--- src/design/kwsub_pkg.sv ---
// Package for the keyword substitution cipher.
// Holds item types, function codes, the controller-to-datapath command
// and the letter decode helpers.
package kwsub_pkg;

  localparam int unsigned NumLetters = 26;
  localparam int unsigned IdxW       = 5;

  localparam logic [IdxW-1:0] LastLetter = IdxW'(NumLetters - 1);

  localparam logic [1:0] FUNC_START = 2'd0;
  localparam logic [1:0] FUNC_KEY   = 2'd1;
  localparam logic [1:0] FUNC_TEXT  = 2'd2;

  localparam logic [7:0] CharUpperA = 8'h41;
  localparam logic [7:0] CharUpperZ = 8'h5A;
  localparam logic [7:0] CharLowerA = 8'h61;
  localparam logic [7:0] CharLowerZ = 8'h7A;

  typedef struct packed {
    logic [1:0] func;
    logic [7:0] char_in;
  } in_item_t;

  typedef struct packed {
    logic [7:0] char_out;
    logic       is_text;
  } out_item_t;

  typedef struct packed {
    logic            capture;
    logic            key_clear;
    logic            key_place;
    logic            fill_step;
    logic            fill_last;
    logic [IdxW-1:0] fill_idx;
    logic            rd_en;
    logic            rd_held;
    logic            load_out;
  } dp_cmd_t;

  function automatic logic is_upper(input logic [7:0] c);
    return (c >= CharUpperA) && (c <= CharUpperZ);
  endfunction

  function automatic logic is_lower(input logic [7:0] c);
    return (c >= CharLowerA) && (c <= CharLowerZ);
  endfunction

  function automatic logic is_letter(input logic [7:0] c);
    return is_upper(c) || is_lower(c);
  endfunction

  function automatic logic [7:0] letter_base(input logic [7:0] c);
    return is_lower(c) ? CharLowerA : CharUpperA;
  endfunction

  // Index 0..25 for letters, 0 for everything else.
  function automatic logic [IdxW-1:0] letter_idx(input logic [7:0] c);
    logic [7:0] diff;
    diff = c - letter_base(c);
    return is_letter(c) ? diff[IdxW-1:0] : '0;
  endfunction

endpackage

--- src/design/kwsub_ctrl.sv ---
// Controller for the keyword substitution cipher.
// Sequences accept, alphabet fill, table read and result load.
// Depends on kwsub_pkg.
module kwsub_ctrl (
  input  logic               clk,
  input  logic               rst_n,
  input  logic               in_valid,
  input  logic [1:0]         in_func,
  output logic               in_stall,
  output logic               out_valid,
  input  logic               out_stall,
  input  logic               complete,
  output kwsub_pkg::dp_cmd_t cmd
);
  import kwsub_pkg::*;

  localparam logic [1:0] ST_IDLE = 2'd0;
  localparam logic [1:0] ST_FILL = 2'd1;
  localparam logic [1:0] ST_READ = 2'd2;
  localparam logic [1:0] ST_EMIT = 2'd3;

  logic [1:0]      state_r, state_nxt;
  logic [IdxW-1:0] fill_cnt_r, fill_cnt_nxt;
  logic            out_valid_r, out_valid_nxt;
  logic            out_free;
  logic            accept;

  assign out_free  = !out_valid_r || !out_stall;
  assign in_stall  = !((state_r == ST_IDLE) || ((state_r == ST_EMIT) && out_free));
  assign accept    = in_valid && !in_stall;
  assign out_valid = out_valid_r;

  always_comb begin
    state_nxt    = state_r;
    fill_cnt_nxt = fill_cnt_r;
    cmd          = '0;
    unique case (state_r)
      ST_IDLE: begin
      end
      ST_FILL: begin
        cmd.fill_step = 1'b1;
        cmd.fill_idx  = fill_cnt_r;
        if (fill_cnt_r == LastLetter) begin
          cmd.fill_last = 1'b1;
          state_nxt     = ST_READ;
        end else begin
          fill_cnt_nxt = fill_cnt_r + 1'b1;
        end
      end
      ST_READ: begin
        cmd.rd_en   = 1'b1;
        cmd.rd_held = 1'b1;
        state_nxt   = ST_EMIT;
      end
      ST_EMIT: begin
        if (out_free) begin
          cmd.load_out = 1'b1;
          state_nxt    = ST_IDLE;
        end
      end
      default: begin
        state_nxt = ST_IDLE;
      end
    endcase
    if (accept) begin
      cmd.capture   = 1'b1;
      cmd.rd_en     = 1'b1;
      cmd.key_clear = (in_func == FUNC_START);
      cmd.key_place = (in_func == FUNC_KEY);
      fill_cnt_nxt  = '0;
      state_nxt     = ((in_func == FUNC_TEXT) && !complete) ? ST_FILL : ST_EMIT;
    end
  end

  always_comb begin
    if (cmd.load_out) begin
      out_valid_nxt = 1'b1;
    end else if (!out_stall) begin
      out_valid_nxt = 1'b0;
    end else begin
      out_valid_nxt = out_valid_r;
    end
  end

  always_ff @(posedge clk) begin
    if (!rst_n) begin
      state_r     <= ST_IDLE;
      fill_cnt_r  <= '0;
      out_valid_r <= 1'b0;
    end else begin
      state_r     <= state_nxt;
      fill_cnt_r  <= fill_cnt_nxt;
      out_valid_r <= out_valid_nxt;
    end
  end

endmodule

--- src/design/kwsub_dp.sv ---
// Datapath for the keyword substitution cipher.
// Holds the forward and inverse tables, the key state, the mode register,
// the held item and the result register. Depends on kwsub_pkg.
module kwsub_dp (
  input  logic                 clk,
  input  logic                 rst_n,
  input  logic                 cfg_wr_en,
  input  logic                 cfg_wr_data,
  input  kwsub_pkg::in_item_t  in_data,
  input  kwsub_pkg::dp_cmd_t   cmd,
  output logic                 complete,
  output kwsub_pkg::out_item_t out_data
);
  import kwsub_pkg::*;

  logic [IdxW-1:0]       fwd_mem [NumLetters];
  logic [IdxW-1:0]       inv_mem [NumLetters];

  logic [NumLetters-1:0] used_r, used_nxt;
  logic [IdxW-1:0]       count_r, count_nxt;
  logic                  complete_r, complete_nxt;
  logic                  mode_r;
  in_item_t              item_r;
  logic [IdxW-1:0]       fwd_q_r, inv_q_r;
  out_item_t             out_r;

  logic [IdxW-1:0]       in_idx, held_idx, wr_idx, rd_addr, map_idx;
  logic                  room;
  logic                  place_key, place_fill, wr_en;
  out_item_t             result;

  assign in_idx   = letter_idx(in_data.char_in);
  assign held_idx = letter_idx(item_r.char_in);
  assign room     = (count_r < IdxW'(NumLetters));

  assign place_key  = cmd.key_place && !complete_r && is_letter(in_data.char_in) &&
                      !used_r[in_idx] && room;
  assign place_fill = cmd.fill_step && !used_r[cmd.fill_idx] && room;
  assign wr_en      = place_key || place_fill;
  assign wr_idx     = cmd.fill_step ? cmd.fill_idx : in_idx;
  assign rd_addr    = cmd.rd_held ? held_idx : in_idx;

  always_comb begin
    used_nxt     = used_r;
    count_nxt    = count_r;
    complete_nxt = complete_r;
    if (cmd.key_clear) begin
      used_nxt     = '0;
      count_nxt    = '0;
      complete_nxt = 1'b0;
    end else begin
      if (wr_en) begin
        used_nxt[wr_idx] = 1'b1;
        count_nxt        = count_r + 1'b1;
      end
      if (cmd.fill_last) begin
        complete_nxt = 1'b1;
      end
    end
  end

  always_ff @(posedge clk) begin
    if (!rst_n) begin
      used_r     <= '0;
      count_r    <= '0;
      complete_r <= 1'b0;
      mode_r     <= 1'b0;
    end else begin
      used_r     <= used_nxt;
      count_r    <= count_nxt;
      complete_r <= complete_nxt;
      if (cfg_wr_en) begin
        mode_r <= cfg_wr_data;
      end
    end
  end

  always_ff @(posedge clk) begin
    if (wr_en) begin
      fwd_mem[count_r] <= wr_idx;
      inv_mem[wr_idx]  <= count_r;
    end
  end

  always_ff @(posedge clk) begin
    if (cmd.rd_en) begin
      fwd_q_r <= fwd_mem[rd_addr];
      inv_q_r <= inv_mem[rd_addr];
    end
  end

  always_comb begin
    map_idx = mode_r ? inv_q_r : fwd_q_r;
    if (map_idx >= IdxW'(NumLetters)) begin
      map_idx = '0;
    end
    result = '0;
    if (item_r.func == FUNC_TEXT) begin
      result.is_text  = 1'b1;
      result.char_out = is_letter(item_r.char_in) ?
                        letter_base(item_r.char_in) + {3'b000, map_idx} :
                        item_r.char_in;
    end
  end

  always_ff @(posedge clk) begin
    if (cmd.capture) begin
      item_r <= in_data;
    end
    if (cmd.load_out) begin
      out_r <= result;
    end
  end

  assign complete = complete_r;
  assign out_data = out_r;

endmodule

--- src/design/keyword_substitution_cipher.sv ---
// Top level of the keyword substitution cipher.
// Joins kwsub_ctrl and kwsub_dp; types from kwsub_pkg.
//
//   channel  direction  handshake           payload
//   in_      input      in_valid/in_stall    in_item_t  {func, char_in}
//   out_     output     out_valid/out_stall  out_item_t {char_out, is_text}
//   cfg_     input      cfg_wr_en            cfg_wr_data = decrypt_mode
//
// Key and ready text items pass through the held-item and table read registers,
// then the result register; one item per cycle while the output does not stall;
// the result register frees the input side. The first text item after a new key
// first runs the alphabet fill, which walks 26 letters through the single table
// write port, then rereads. Synchronous active-low reset clears key state and
// mode; tables are not cleared. A stalled output holds the result; one more item
// is taken and held, then the input stalls.
module keyword_substitution_cipher (
  input  logic                 clk,
  input  logic                 rst_n,
  input  logic                 in_valid,
  output logic                 in_stall,
  input  kwsub_pkg::in_item_t  in_data,
  output logic                 out_valid,
  input  logic                 out_stall,
  output kwsub_pkg::out_item_t out_data,
  input  logic                 cfg_wr_en,
  input  logic                 cfg_wr_data
);
  import kwsub_pkg::*;

  dp_cmd_t cmd;
  logic    complete;

  kwsub_ctrl u_ctrl (
    .clk       (clk),
    .rst_n     (rst_n),
    .in_valid  (in_valid),
    .in_func   (in_data.func),
    .in_stall  (in_stall),
    .out_valid (out_valid),
    .out_stall (out_stall),
    .complete  (complete),
    .cmd       (cmd)
  );

  kwsub_dp u_dp (
    .clk         (clk),
    .rst_n       (rst_n),
    .cfg_wr_en   (cfg_wr_en),
    .cfg_wr_data (cfg_wr_data),
    .in_data     (in_data),
    .cmd         (cmd),
    .complete    (complete),
    .out_data    (out_data)
  );

endmodule
--- config.mk ---
export PLATFORM = sky130hd
export DESIGN_NAME = keyword_substitution_cipher
export DESIGN_NICKNAME = d
export VERILOG_FILES = /design/src/design/kwsub_pkg.sv /design/src/design/kwsub_ctrl.sv /design/src/design/kwsub_dp.sv /design/src/design/keyword_substitution_cipher.sv
export SDC_FILE = /design/constraint.sdc
export NUM_CORES = 1
export LEC_CHECK = 0
export ABC_AREA = 1
export ABC_CLOCK_PERIOD_IN_PS = 3600
export BUFFER_PORTS_ARGS = -buffer_cell sky130_fd_sc_hd__buf_2
export CORE_UTILIZATION = 44
export CTS_CLUSTER_DIAMETER = 200
export DETAILED_ROUTE_END_ITERATION = 8
export SYNTH_ARGS = -nofsm -noshare
export SYNTH_HDL_FRONTEND = slang
export SYNTH_SLANG_ARGS = --single-unit
--- constraint.sdc ---
create_clock -name clk -period 3.6 [get_ports clk]
set_input_delay 0.72 -clock clk [delete_from_list [all_inputs] [get_ports clk]]
set_output_delay 0.72 -clock clk [all_outputs]
set_load 0.005 [all_outputs]
======== Word-level counts from Yosys, hierarchy flattened ========
Memory sizes are Yosys's and may differ from the RTL's. A register that Yosys moved wholly into a read port is not among the register bits.
Index checks and enable logic that the tools add are counted.
storage, ports and cells
  register bits ........................... 60
  bits in writable memories ............... 260
  bits of input ports ..................... 16
  output and inout port bits .............. 11
  logic and storage cells ................. 108
  memories kept ........................... 2
cells by class
  $add $sub $neg .......................... 5
  order comparisons ....................... 14
  eq/ne operators ......................... 10
  multiplexer cells ....................... 31
  bitwise logic cells ..................... 3
  reductions and logical operators ........ 32
memory list
  memory        words  width  read ports  clocked after memory_dff  wr ports  line            RTL
  u_dp.fwd_mem  26     5      1           1                         1         kwsub_dp.sv:16  logic [IdxW-1:0] fwd_mem [NumLetters];
  u_dp.inv_mem  26     5      1           1                         1         kwsub_dp.sv:17  logic [IdxW-1:0] inv_mem [NumLetters];
operator list
  operator                                                        count
  >= comparator 8 x 7 -> 1 bit, second input constant             4
  less-or-equal comparator 8 x 7 -> 1 bit, second input constant  4
  2-to-1 mux 5 bit                                                6
  bitwise OR 26 bit                                               1
  less-than comparator 5 x 6 -> 1 bit, second input constant      3
  logical AND 1 bit                                               14
  2-to-1 mux 1 bit                                                12
  adder 5 x 1 -> 5 bit, second input constant                     2
  binary-select mux 1 bit (select 5 bit)                          2
  2-to-1 mux 2 bit                                                5
  adder 7 x 5 -> 8 bit                                            1
  equality test 2 bit, second input constant                      4
  2-to-1 mux 8 bit                                                1
  2-to-1 mux 7 bit                                                1
  logical NOT 1 bit                                               6
  2-to-1 mux 6 bit                                                1
  != test 3 x 1 -> 1 bit, second input constant                   2
  one-hot mux 2 bit (3 select lines)                              1
  demux 1 bit (select 5 bit)                                      1
  equality test 5 bit, second input constant                      1
  >= comparator 5 x 1 -> 1 bit, second input constant             1
  >= comparator 5 bit, second input constant                      1
  logical OR 1 bit                                                5
  less-than comparator 5 bit, second input constant               1
  11 further kinds                                                15

======== Depth between registers and ports, before layout ========
Gate-level depths: netlist of run 1.
  word-level depth ........................ 13
  depth in mapped cells ................... 21
  gate-level depth less buffers ........... 19

======== Modules after synthesis ========
A second synthesis of run 1 with hierarchy kept.
second synthesis, totals
  cells, all modules ...................... 1,646
  area total of the unflattened synthesis .. 15,924.0 um2
modules (own cells, without submodules)
  module      instances  cells each  area an instance (um2)  sequential area each (um2)
  kwsub_dp    1          1,557       15,319.7                9,339.0
  kwsub_ctrl  1          89          604.3                   160.2

======== Worst setup path before layout of run 1 ========
Ideal clock, no wire load.
  path kind ............................... input-to-reg
  start ................................... input in_data[0] in the netlist's numbering
  end ..................................... memory u_dp.inv_mem[19][0] (enable)
  setup time .............................. 0.309 ns
  data arrival time ....................... 3.323 ns
  data required time ...................... 3.291 ns
  path slack .............................. -0.032 ns
  stages on the path ...................... 14
  path buffers ............................ 2
  path through ............................ inv_2 > clkbuf_1 > ha_1 > nand2_1 > nand3_1 > nand2_1 > nand2_2 > nand3_2 > buf_4 > o21ai_1 > nand2_1 > nor2_1 > nand3_2 > inv_1
on the way
  elaborated cells between the ends (all ways) .. 19
  those cells by class .................... add/sub (1); order compare (4); mux (6); reduce/logical (8)
RTL lines
  what                                                  line                               RTL
  start, declared                                       keyword_substitution_cipher.sv:21  input kwsub_pkg::in_item_t in_data,
  >= comparator 8 x 7 -> 1 bit (tied with other cells)  kwsub_pkg.sv:43                    return (c >= CharUpperA) && (c <= CharUpperZ);
  logical AND 1 bit (on tied branches)                  kwsub_pkg.sv:43, kwsub_pkg.sv:47
  logical OR 1 bit                                      kwsub_pkg.sv:51                    return is_upper(c) || is_lower(c);
  2-to-1 mux 5 bit *                                    kwsub_pkg.sv:62                    return is_letter(c) ? diff[IdxW-1:0] : '0;
  2-to-1 mux 5 bit *                                    kwsub_dp.sv:40                     assign wr_idx = cmd.fill_step ? cmd.fill_idx : in_idx;
  named net u_dp.wr_idx[0]                              kwsub_dp.sv:27                     logic [IdxW-1:0] in_idx, held_idx, wr_idx, rd_addr, map_idx;
  end, declared                                         kwsub_dp.sv:17
Mark *: on every way through the listed nets, which the timed path passes. The rest lies on a longest branch. The select of a mux whose other input is x is not followed.

======== Worst setup path after layout of run 1 ========
  start ................................... register u_ctrl.state_r[1]
  end ..................................... memory u_dp.fwd_mem[23][3] (enable)
on the way
  longest elaborated chain between the ends .. 12
  elaborated cells between the ends (all ways) .. 20
  those cells by class .................... eq/ne (2); mux (6); reduce/logical (12)
ends and longest elaborated chain
  what                                                      line              RTL
  start, declared                                           kwsub_ctrl.sv:22  logic [1:0] state_r, state_nxt;
  start signal, assigned                                    kwsub_ctrl.sv:91  state_r <= state_nxt;
  branches (longest 9 deep; another with 2-to-1 mux 7 bit)  -
  logical OR 1 bit *                                        kwsub_dp.sv:39    assign wr_en = place_key || place_fill;
  2-to-1 mux 1 bit *                                        kwsub_dp.sv:79    if (wr_en) begin
  2-to-1 mux 1 bit (implied by the code) *                  kwsub_dp.sv:80    fwd_mem[count_r] <= wr_idx;
  end, declared                                             kwsub_dp.sv:16
Every way passes the cells marked *. The select of a mux whose other input is x is not followed.

==> results of run 1 <==
kinds of logic after synthesis:
group | synth area share
DFF | 0.6007
xor gates and xnor gates | 0.004431
buffers and inverters | 0.08972
muxes | 0.001899
AOI/OAI and AO/OA | 0.04209
and+or+nand+nor | 0.2461
adders and majority gates | 0.01503
per-layer routing:
metal / vias to the layer above / global-route usage
met5: - / 0
met3: 67 / 0.03746
met1: 5462 / 0.3037
met4: 0 / 0.06807
li1: 5588 / -
met2: 315 / 0.3637
sequential cells by signal (all words and copies together), names as in the netlist, 2 cells and up:
name and flops:
u_dp.used_r 26, u_dp.out_data 9, u_dp.inv_mem 130, u_ctrl.fill_cnt_r 5
u_dp.fwd_mem 130, u_dp.fwd_q_r 5, u_dp.inv_q_r 5, u_dp.count_r 5
u_dp.item_r 10, u_ctrl.state_r 2
power groups by stage:
stage,logic (mW),clock network [mW],registers [mW]
finish,2.56,3.71,4.61
global placement,2.52,0,4.68
global route,2.82,3.92,4.62
CTS,2.55,3.79,4.61
floorplan,1.61,0,4.69
detailed placement,2.54,0,4.69
area by class of cell:
cell class,instances,area [sq um]
Inverter,266,998.5
Clock inverter,19,170.2
Timing Repair Buffer,107,888.4
Sequential cell,330,9499
Tap cell,461,576.8
Fill cell,3220,17390
Multi-Input combinational cell,950,4949
Clock buffer,47,1016
synth_stat cells:
cell type	n	area [sq um]
a211oi_1	1	7.510
a21oi_1	42	210.2
a21oi_2	12	105.1
a22oi_1	2	15.01
a22oi_2	1	12.51
a311oi_1	2	17.52
a31oi_1	1	6.260
buf_1	4	15.01
buf_12	1	20.02
buf_2	23	115.1
buf_4	18	135.1
buf_6	1	11.26
clkbuf_1	33	123.9
clkinv_1	2	7.510
dfxtp_1	41	820.8
edfxtp_1	289	8678
ha_1	19	237.7
inv_1	258	968.4
inv_2	6	22.52
mux2i_1	3	30.03
nand2_1	266	998.5
nand2_2	4	25.02
nand3_1	287	1436
nand3_2	11	110.1
nand3b_1	100	750.7
nand4_1	14	87.58
nor2_1	123	461.7
nor3_1	2	10.01
nor4_1	1	6.260
o2111ai_1	1	8.760
o211ai_1	3	22.52
o21ai_0	24	120.1
o21ai_1	16	80.08
o21ai_2	1	8.760
o221ai_1	4	35.03
o311ai_2	1	16.27
or2_2	1	6.260
xnor2_1	2	17.52
xor2_1	6	52.55
cell usage in the layout, fill, tap and decap left out, types with 2 or more instances in the layout:
master and instances:
clkinv_1 7, o211ai_1 3, a311oi_1 2, clkinv_2 9
nand2_4 3, o21ai_2 4, a21oi_2 11, mux2i_1 3
nand3_1 287, edfxtp_1 289, xnor2_1 2, buf_12 12
buf_2 26, clkbuf_1 7, o21ai_0 23, inv_2 6
bufinv_16 3, a21oi_1 42, nor2_1 123, nand2_2 2
nand3b_1 100, nand3_2 11, buf_4 69, a22oi_2 2
o221ai_1 4, xor2_1 6, ha_1 19, dfxtp_1 41
nand2_1 265, clkbuf_16 39, inv_1 258, nand4_1 14
o21ai_1 13, nor3_1 2
worst max-delay path by stage:
stage                                        start                             to  slack [ns]
global route        u_ctrl.state_r[1]$_SDFFE_PN0P_   u_dp.fwd_mem[6][1]$_DFFE_PP_        0.11
finish              u_ctrl.state_r[1]$_SDFFE_PN0P_  u_dp.fwd_mem[23][3]$_DFFE_PP_        0.32
global placement                        in_data[0]  u_dp.fwd_mem[23][0]$_DFFE_PP_        0.11
floorplan                               in_data[0]   u_dp.inv_mem[9][0]$_DFFE_PP_        0.30
detailed placement                      in_data[0]  u_dp.fwd_mem[23][0]$_DFFE_PP_        0.09
CTS                 u_ctrl.state_r[1]$_SDFFE_PN0P_  u_dp.fwd_mem[23][0]$_DFFE_PP_        0.36
per-stage QoR:
step | setup slack (ns) | instances | hold slack (ns) | utilization | total power, mW
4_1_cts | 0.3571 | 2180 | 0.3617 | 0.5100 | 10.95
6_report | 0.3231 | 2180 | 0.3817 | 0.5100 | 10.88
2_1_floorplan | 0.3048 | 1626 | 0.4401 | - | 6.295
3_3_place_gp | 0.1138 | 2114 | 0.4668 | 0.4766 | 7.207
3_5_place_dp | 0.09241 | 2114 | 0.4720 | 0.4766 | 7.230
5_1_grt | 0.1076 | 2180 | 0.3801 | 0.5100 | 11.36
==> results_dict.tcl, run 1 <==
set metrics [dict create \
    ios 27 \
    synthesis.nets 1661 \
    r2r_end "u_dp.fwd_mem[23][3]$_DFFE_PP_" \
    worstPathArrival_ns 3.52 \
    synth_cell_types 39 \
    cts_setup_buffers 0 \
    synth_cells 1626 \
    clkPwrFrac 0.341 \
    synth.cell_area_sq_um 15810 \
    cpLargestDelayFamily "simple AND/OR/NAND/NOR gates" \
    reg2reg_from "u_ctrl.state_r[1]$_SDFFE_PN0P_" \
    relSlewSlack 0.5140 \
    fin_skew_ns 0.01596 \
    drt_pass1_iterations 5 \
    die_y_um 191.6 \
    crit_top_cell "nand2_1" \
    hold_path.class "input port to register" \
    start_kind "register" \
    leakagePower_nw 7.513 \
    clock_latency_ns 0.53 \
    p_switching_mw 3.370 \
    critPathBufInv 3 \
    status "finished clean" \
    r2r_cells 15 \
    dp_hpwl_mm 26.64 \
    hold_end "u_dp.item_r[6]$_DFFE_PP_" \
    fin_area_sq_um 18100 \
    grt_pass1_vias 11027 \
    wl_met1_mm 17.80 \
    start_util 0.4457 \
    antenna_found_initial 0 \
    clock_path_buffers 3 \
    critPathSlowestCell "ha_1" \
    drt_wl_total_mm 40.05 \
    routed-wl-met2_mm 18.92 \
    min-delay-start "in_data[6]" \
    end_kind "register" \
    drc 0 \
    ir_drop_mv 0.4319 \
    synth_warnings 0 \
    grt_usage 0.2228 \
    ff2ff_setup_slack_ns 0.32 \
    place_congestion 0.8649 \
    fin_tns_setup_ns 0 \
    swShare 0.3099 \
    min_path_cells 1 \
    gr-total-overflow 0 \
    fin_crit_sh 0.9103 \
    cts_hold_buf 0 \
    drive_gt1_frac 0.1187 \
    avgRoutedWirePerCell_um 18.37 \
    critical_path_depth 15 \
    die_x_um 191.6 \
    drv_cap 0 \
    vias 11432 \
    io_buffers 26 \
    path_class "register to register" \
    die_area_sq_um 36700 \
    critPathRequiredTime_ns 3.84 \
    num_antenna_cells 0 \
    topRoutingLayerUsed "met4" \
    cts_tree "built" \
    grt_setup_unrepaired "false" \
    grt_max_degree 71 \
    synth_area_per_cell_sq_um 9.726 \
    fin_crit_ns 3.277 \
    cts_root_buf "clkbuf_16" \
    nNetsFinal 1727 \
    finalSetupViolCount 0 \
    detail-route-antenna-nets 0 \
    rows 69 \
    syn_to_final_growth_pct 14.44 \
    grt_pass1_wl_mm 61.98 \
    cts_max_level 2 \
    drtIter0Drc 826 \
    core_area_sq_um 35480 \
    avgViaCountPerCell 5.244 \
    postPlaceCellArea_sq_um 16910 \
    cts.sinks 330 \
    seq_power_share 0.424 \
    worstPathCellList "inv_1 -> ha_1 -> nand2_1 -> inv_1 -> a21oi_1 -> o21ai_0 -> nand3_1 -> nand3_1 -> o211ai_1 -> nand2_1 -> nand2_1 -> nand2_1 -> nand2_1 -> nor2_1 -> buf_4" \
    critPathMaxFanout 9 \
    yosys_register_bits 330 \
    wl_met3_mm 2.316 \
    cts_resized 0 \
    clkTransAtPathRegs_ns 0.06 \
    finalHoldViolCount 0 \
    worst_pin_slew_ns 0.7274 \
    slew_viol_final 0 \
    numCtsBuffers 37 \
    internal-power_mw 7.507 \
    cp_slowest_stage_delay_ns 0.41 \
    powerDensity_nw_per_um2 601.0 \
    fmax_ghz 0.3052 \
    synth_seq_area_share 0.6007 \
    power_frac_comb 0.235 \
]
(Power assumes the default switching activity.)
==> run 2, diff against run 1 <==
--- a/config.mk
+++ b/config.mk
@@ -8,6 +8,8 @@
 export ABC_AREA = 1
 export ABC_CLOCK_PERIOD_IN_PS = 3600
 export BUFFER_PORTS_ARGS = -buffer_cell sky130_fd_sc_hd__buf_2
+export CAP_MARGIN = 40
+export CORE_MARGIN = 10
 export CORE_UTILIZATION = 44
 export CTS_CLUSTER_DIAMETER = 200
 export DETAILED_ROUTE_END_ITERATION = 8
==> run 2 against run 1 <==
  * Via count rose by 1.1%
  * Sequential share of layout area up 0.35 points
  * Sequential power about the same
  * First-iteration DRC count rose by 24%
  * Count of clock-buffer cells in the layout increased by 2
  * Global-route usage decreased by 4.0 points
  * Clock power shrank 1%
  * Die area grew 20%
  * Combinational power about the same
  * Final cell count down 0.32%
  * Critical path depth shrank 1
==> results_dict.tcl, run 2 (synthesized netlist as in run 1, its figures left out) <==
set metrics [dict create \
    antenna_found_initial 0 \
    drc 0 \
    numCtsBuffers 39 \
    cp-startpoint "u_ctrl.state_r[1]$_SDFFE_PN0P_" \
    grt_max_degree 75 \
    cts_resized 0 \
    cts.sinks 330 \
    cts_tree "built" \
    worstPathCellList "inv_1 -> ha_1 -> nand2_1 -> inv_1 -> a21oi_1 -> o21ai_0 -> nand3_1 -> nand3_1 -> o211ai_1 -> nand2_1 -> nand2_1 -> nand2_1 -> nand2_1 -> nor2_1" \
    critPathRequiredTime_ns 3.80 \
    syn_to_final_growth_pct 13.69 \
    reg2reg_from "u_ctrl.state_r[1]$_SDFFE_PN0P_" \
    worst_pin_slew_ns 0.7211 \
    finalSetupViolCount 0 \
    cp_slowest_stage_delay_ns 0.40 \
    worstPathArrival_ns 3.55 \
    vias 11560 \
    path_class "register to register" \
    ios 27 \
    start_kind "register" \
    power_mw 10.82 \
    relSlewSlack 0.5182 \
    rows 69 \
    start_util 0.4457 \
    fin_cells 2173 \
    fin_skew_ns 0.01768 \
    hold_path.class "input port to register" \
    avgRoutedWirePerCell_um 18.81 \
    cts_root_buf "clkbuf_16" \
    dp_hpwl_mm 26.99 \
    reg_top3 "u_dp.fwd_mem x130, u_dp.inv_mem x130, u_dp.used_r x26" \
    leakagePower_nw 7.442 \
    cts_max_level 2 \
    crit_top_cell "nand2_1" \
    place_congestion 0.8698 \
    io_buffers 26 \
    die_area_sq_um 43920 \
    powerDensity_nw_per_um2 601.8 \
    detail-route-antenna-nets 0 \
    regArea_sq_um 9499 \
    drt_pass1_iterations 5 \
    fmax_ghz 0.2986 \
    drtIter0Drc 1028 \
    clock_latency_ns 0.54 \
    min_path_cells 1 \
    die_x_um 209.6 \
    critPathSlowestCell "ha_1" \
    clkTransAtPathRegs_ns 0.06 \
    final_common_cell "edfxtp_1" \
    num_antenna_cells 0 \
    multiInputGateArea_sq_um 4949 \
    end_kind "register" \
    drive_gt1_frac 0.1133 \
    grt_pass1_vias 11287 \
    gr-total-overflow 0 \
    die_y_um 209.6 \
    grt_usage 0.1833 \
    grt_pass1_wl_mm 64.03 \
    drv_cap 0 \
    critPathMaxFanout 9 \
    fillCellCount 3212 \
    fin_crit_ns 3.349 \
    status "finished clean" \
    cts_hold_buf 0 \
    nNetsFinal 1718 \
    finalHoldViolCount 0 \
    r2r_cells 14 \
    fin_crit_sh 0.9303 \
    core_area_sq_um 35480 \
    cts_setup_buffers 0 \
    dp_cells 2103 \
    slew_viol_final 0 \
    ir_drop_mv 0.4385 \
    drt_wl_total_mm 40.87 \
    layout_common_cells "edfxtp_1, nand3_1, nand2_1" \
    grt_setup_unrepaired "true" \
    fin_tns_setup_ns 0 \
    min-delay-start "in_data[7]" \
    clock_path_buffers 3 \
    avgViaCountPerCell 5.320 \
]
## run 2: power by group
part,switching [mW],internal (mW)
clock,1.58,2.10
combinational,1.77,0.758
sequential,0.114,4.50
## run 2: area by class of cell
type,count,share of cell area
multi-input combinational,950,0.2752
timing repair buffer,96,0.04273
clock inverter,21,0.007307
tap,461,0.03208
inverter,266,0.05554
sequential,330,0.5284
clock buffer,49,0.05874
## run 2: worst max-delay path: cells and delay by family (launching register included)
kind / cells / cell delay (ns)
AO/OA/AOI/OAI: 3 / 0.25
adder cells (fa/ha/maj): 1 / 0.40
flip-flops: 1 / 0.35
AND/OR/NAND/NOR: 8 / 1.63
buffers and inverters: 2 / 0.38
## run 2: metal layers
metal | GRT usage | routed length, um | up-vias
met2 | 0.2938 | 19280 | 361
met4 | 0.04788 | 807 | 0
li1 | - | - | 5578
met1 | 0.2537 | 18130 | 5557
met3 | 0.02866 | 2648 | 64
met5 | 0 | 0 | -
## run 2: through the flow
| stage | util | setup WS (ns) | hold slack [ns] | area (sq um) |
|---|---|---|---|---|
| 2_1_floorplan | - | 0.3048 | 0.4401 | 15820 |
| 3_3_place_gp | 0.4732 | -0.02354 | 0.4649 | 16790 |
| 3_5_place_dp | 0.4732 | -0.08981 | 0.4827 | 16790 |
| 4_1_cts | 0.5067 | 0.2711 | 0.3510 | 17980 |
| 5_1_grt | 0.5067 | -0.06038 | 0.3580 | 17980 |
| 6_report | 0.5067 | 0.2508 | 0.3695 | 17980 |
## run 2: final timing paths
| check | to | slack (ns) |
|---|---|---|
| hold / removal | u_dp.item_r[7]$_DFFE_PP_ | 0.37 |
| hold reg to reg | u_dp.used_r[0]$_SDFFE_PP0P_ | 0.50 |
| setup reg to reg | u_dp.fwd_mem[3][0]$_DFFE_PP_ | 0.25 |
| setup / recovery | u_dp.fwd_mem[3][0]$_DFFE_PP_ | 0.25 |
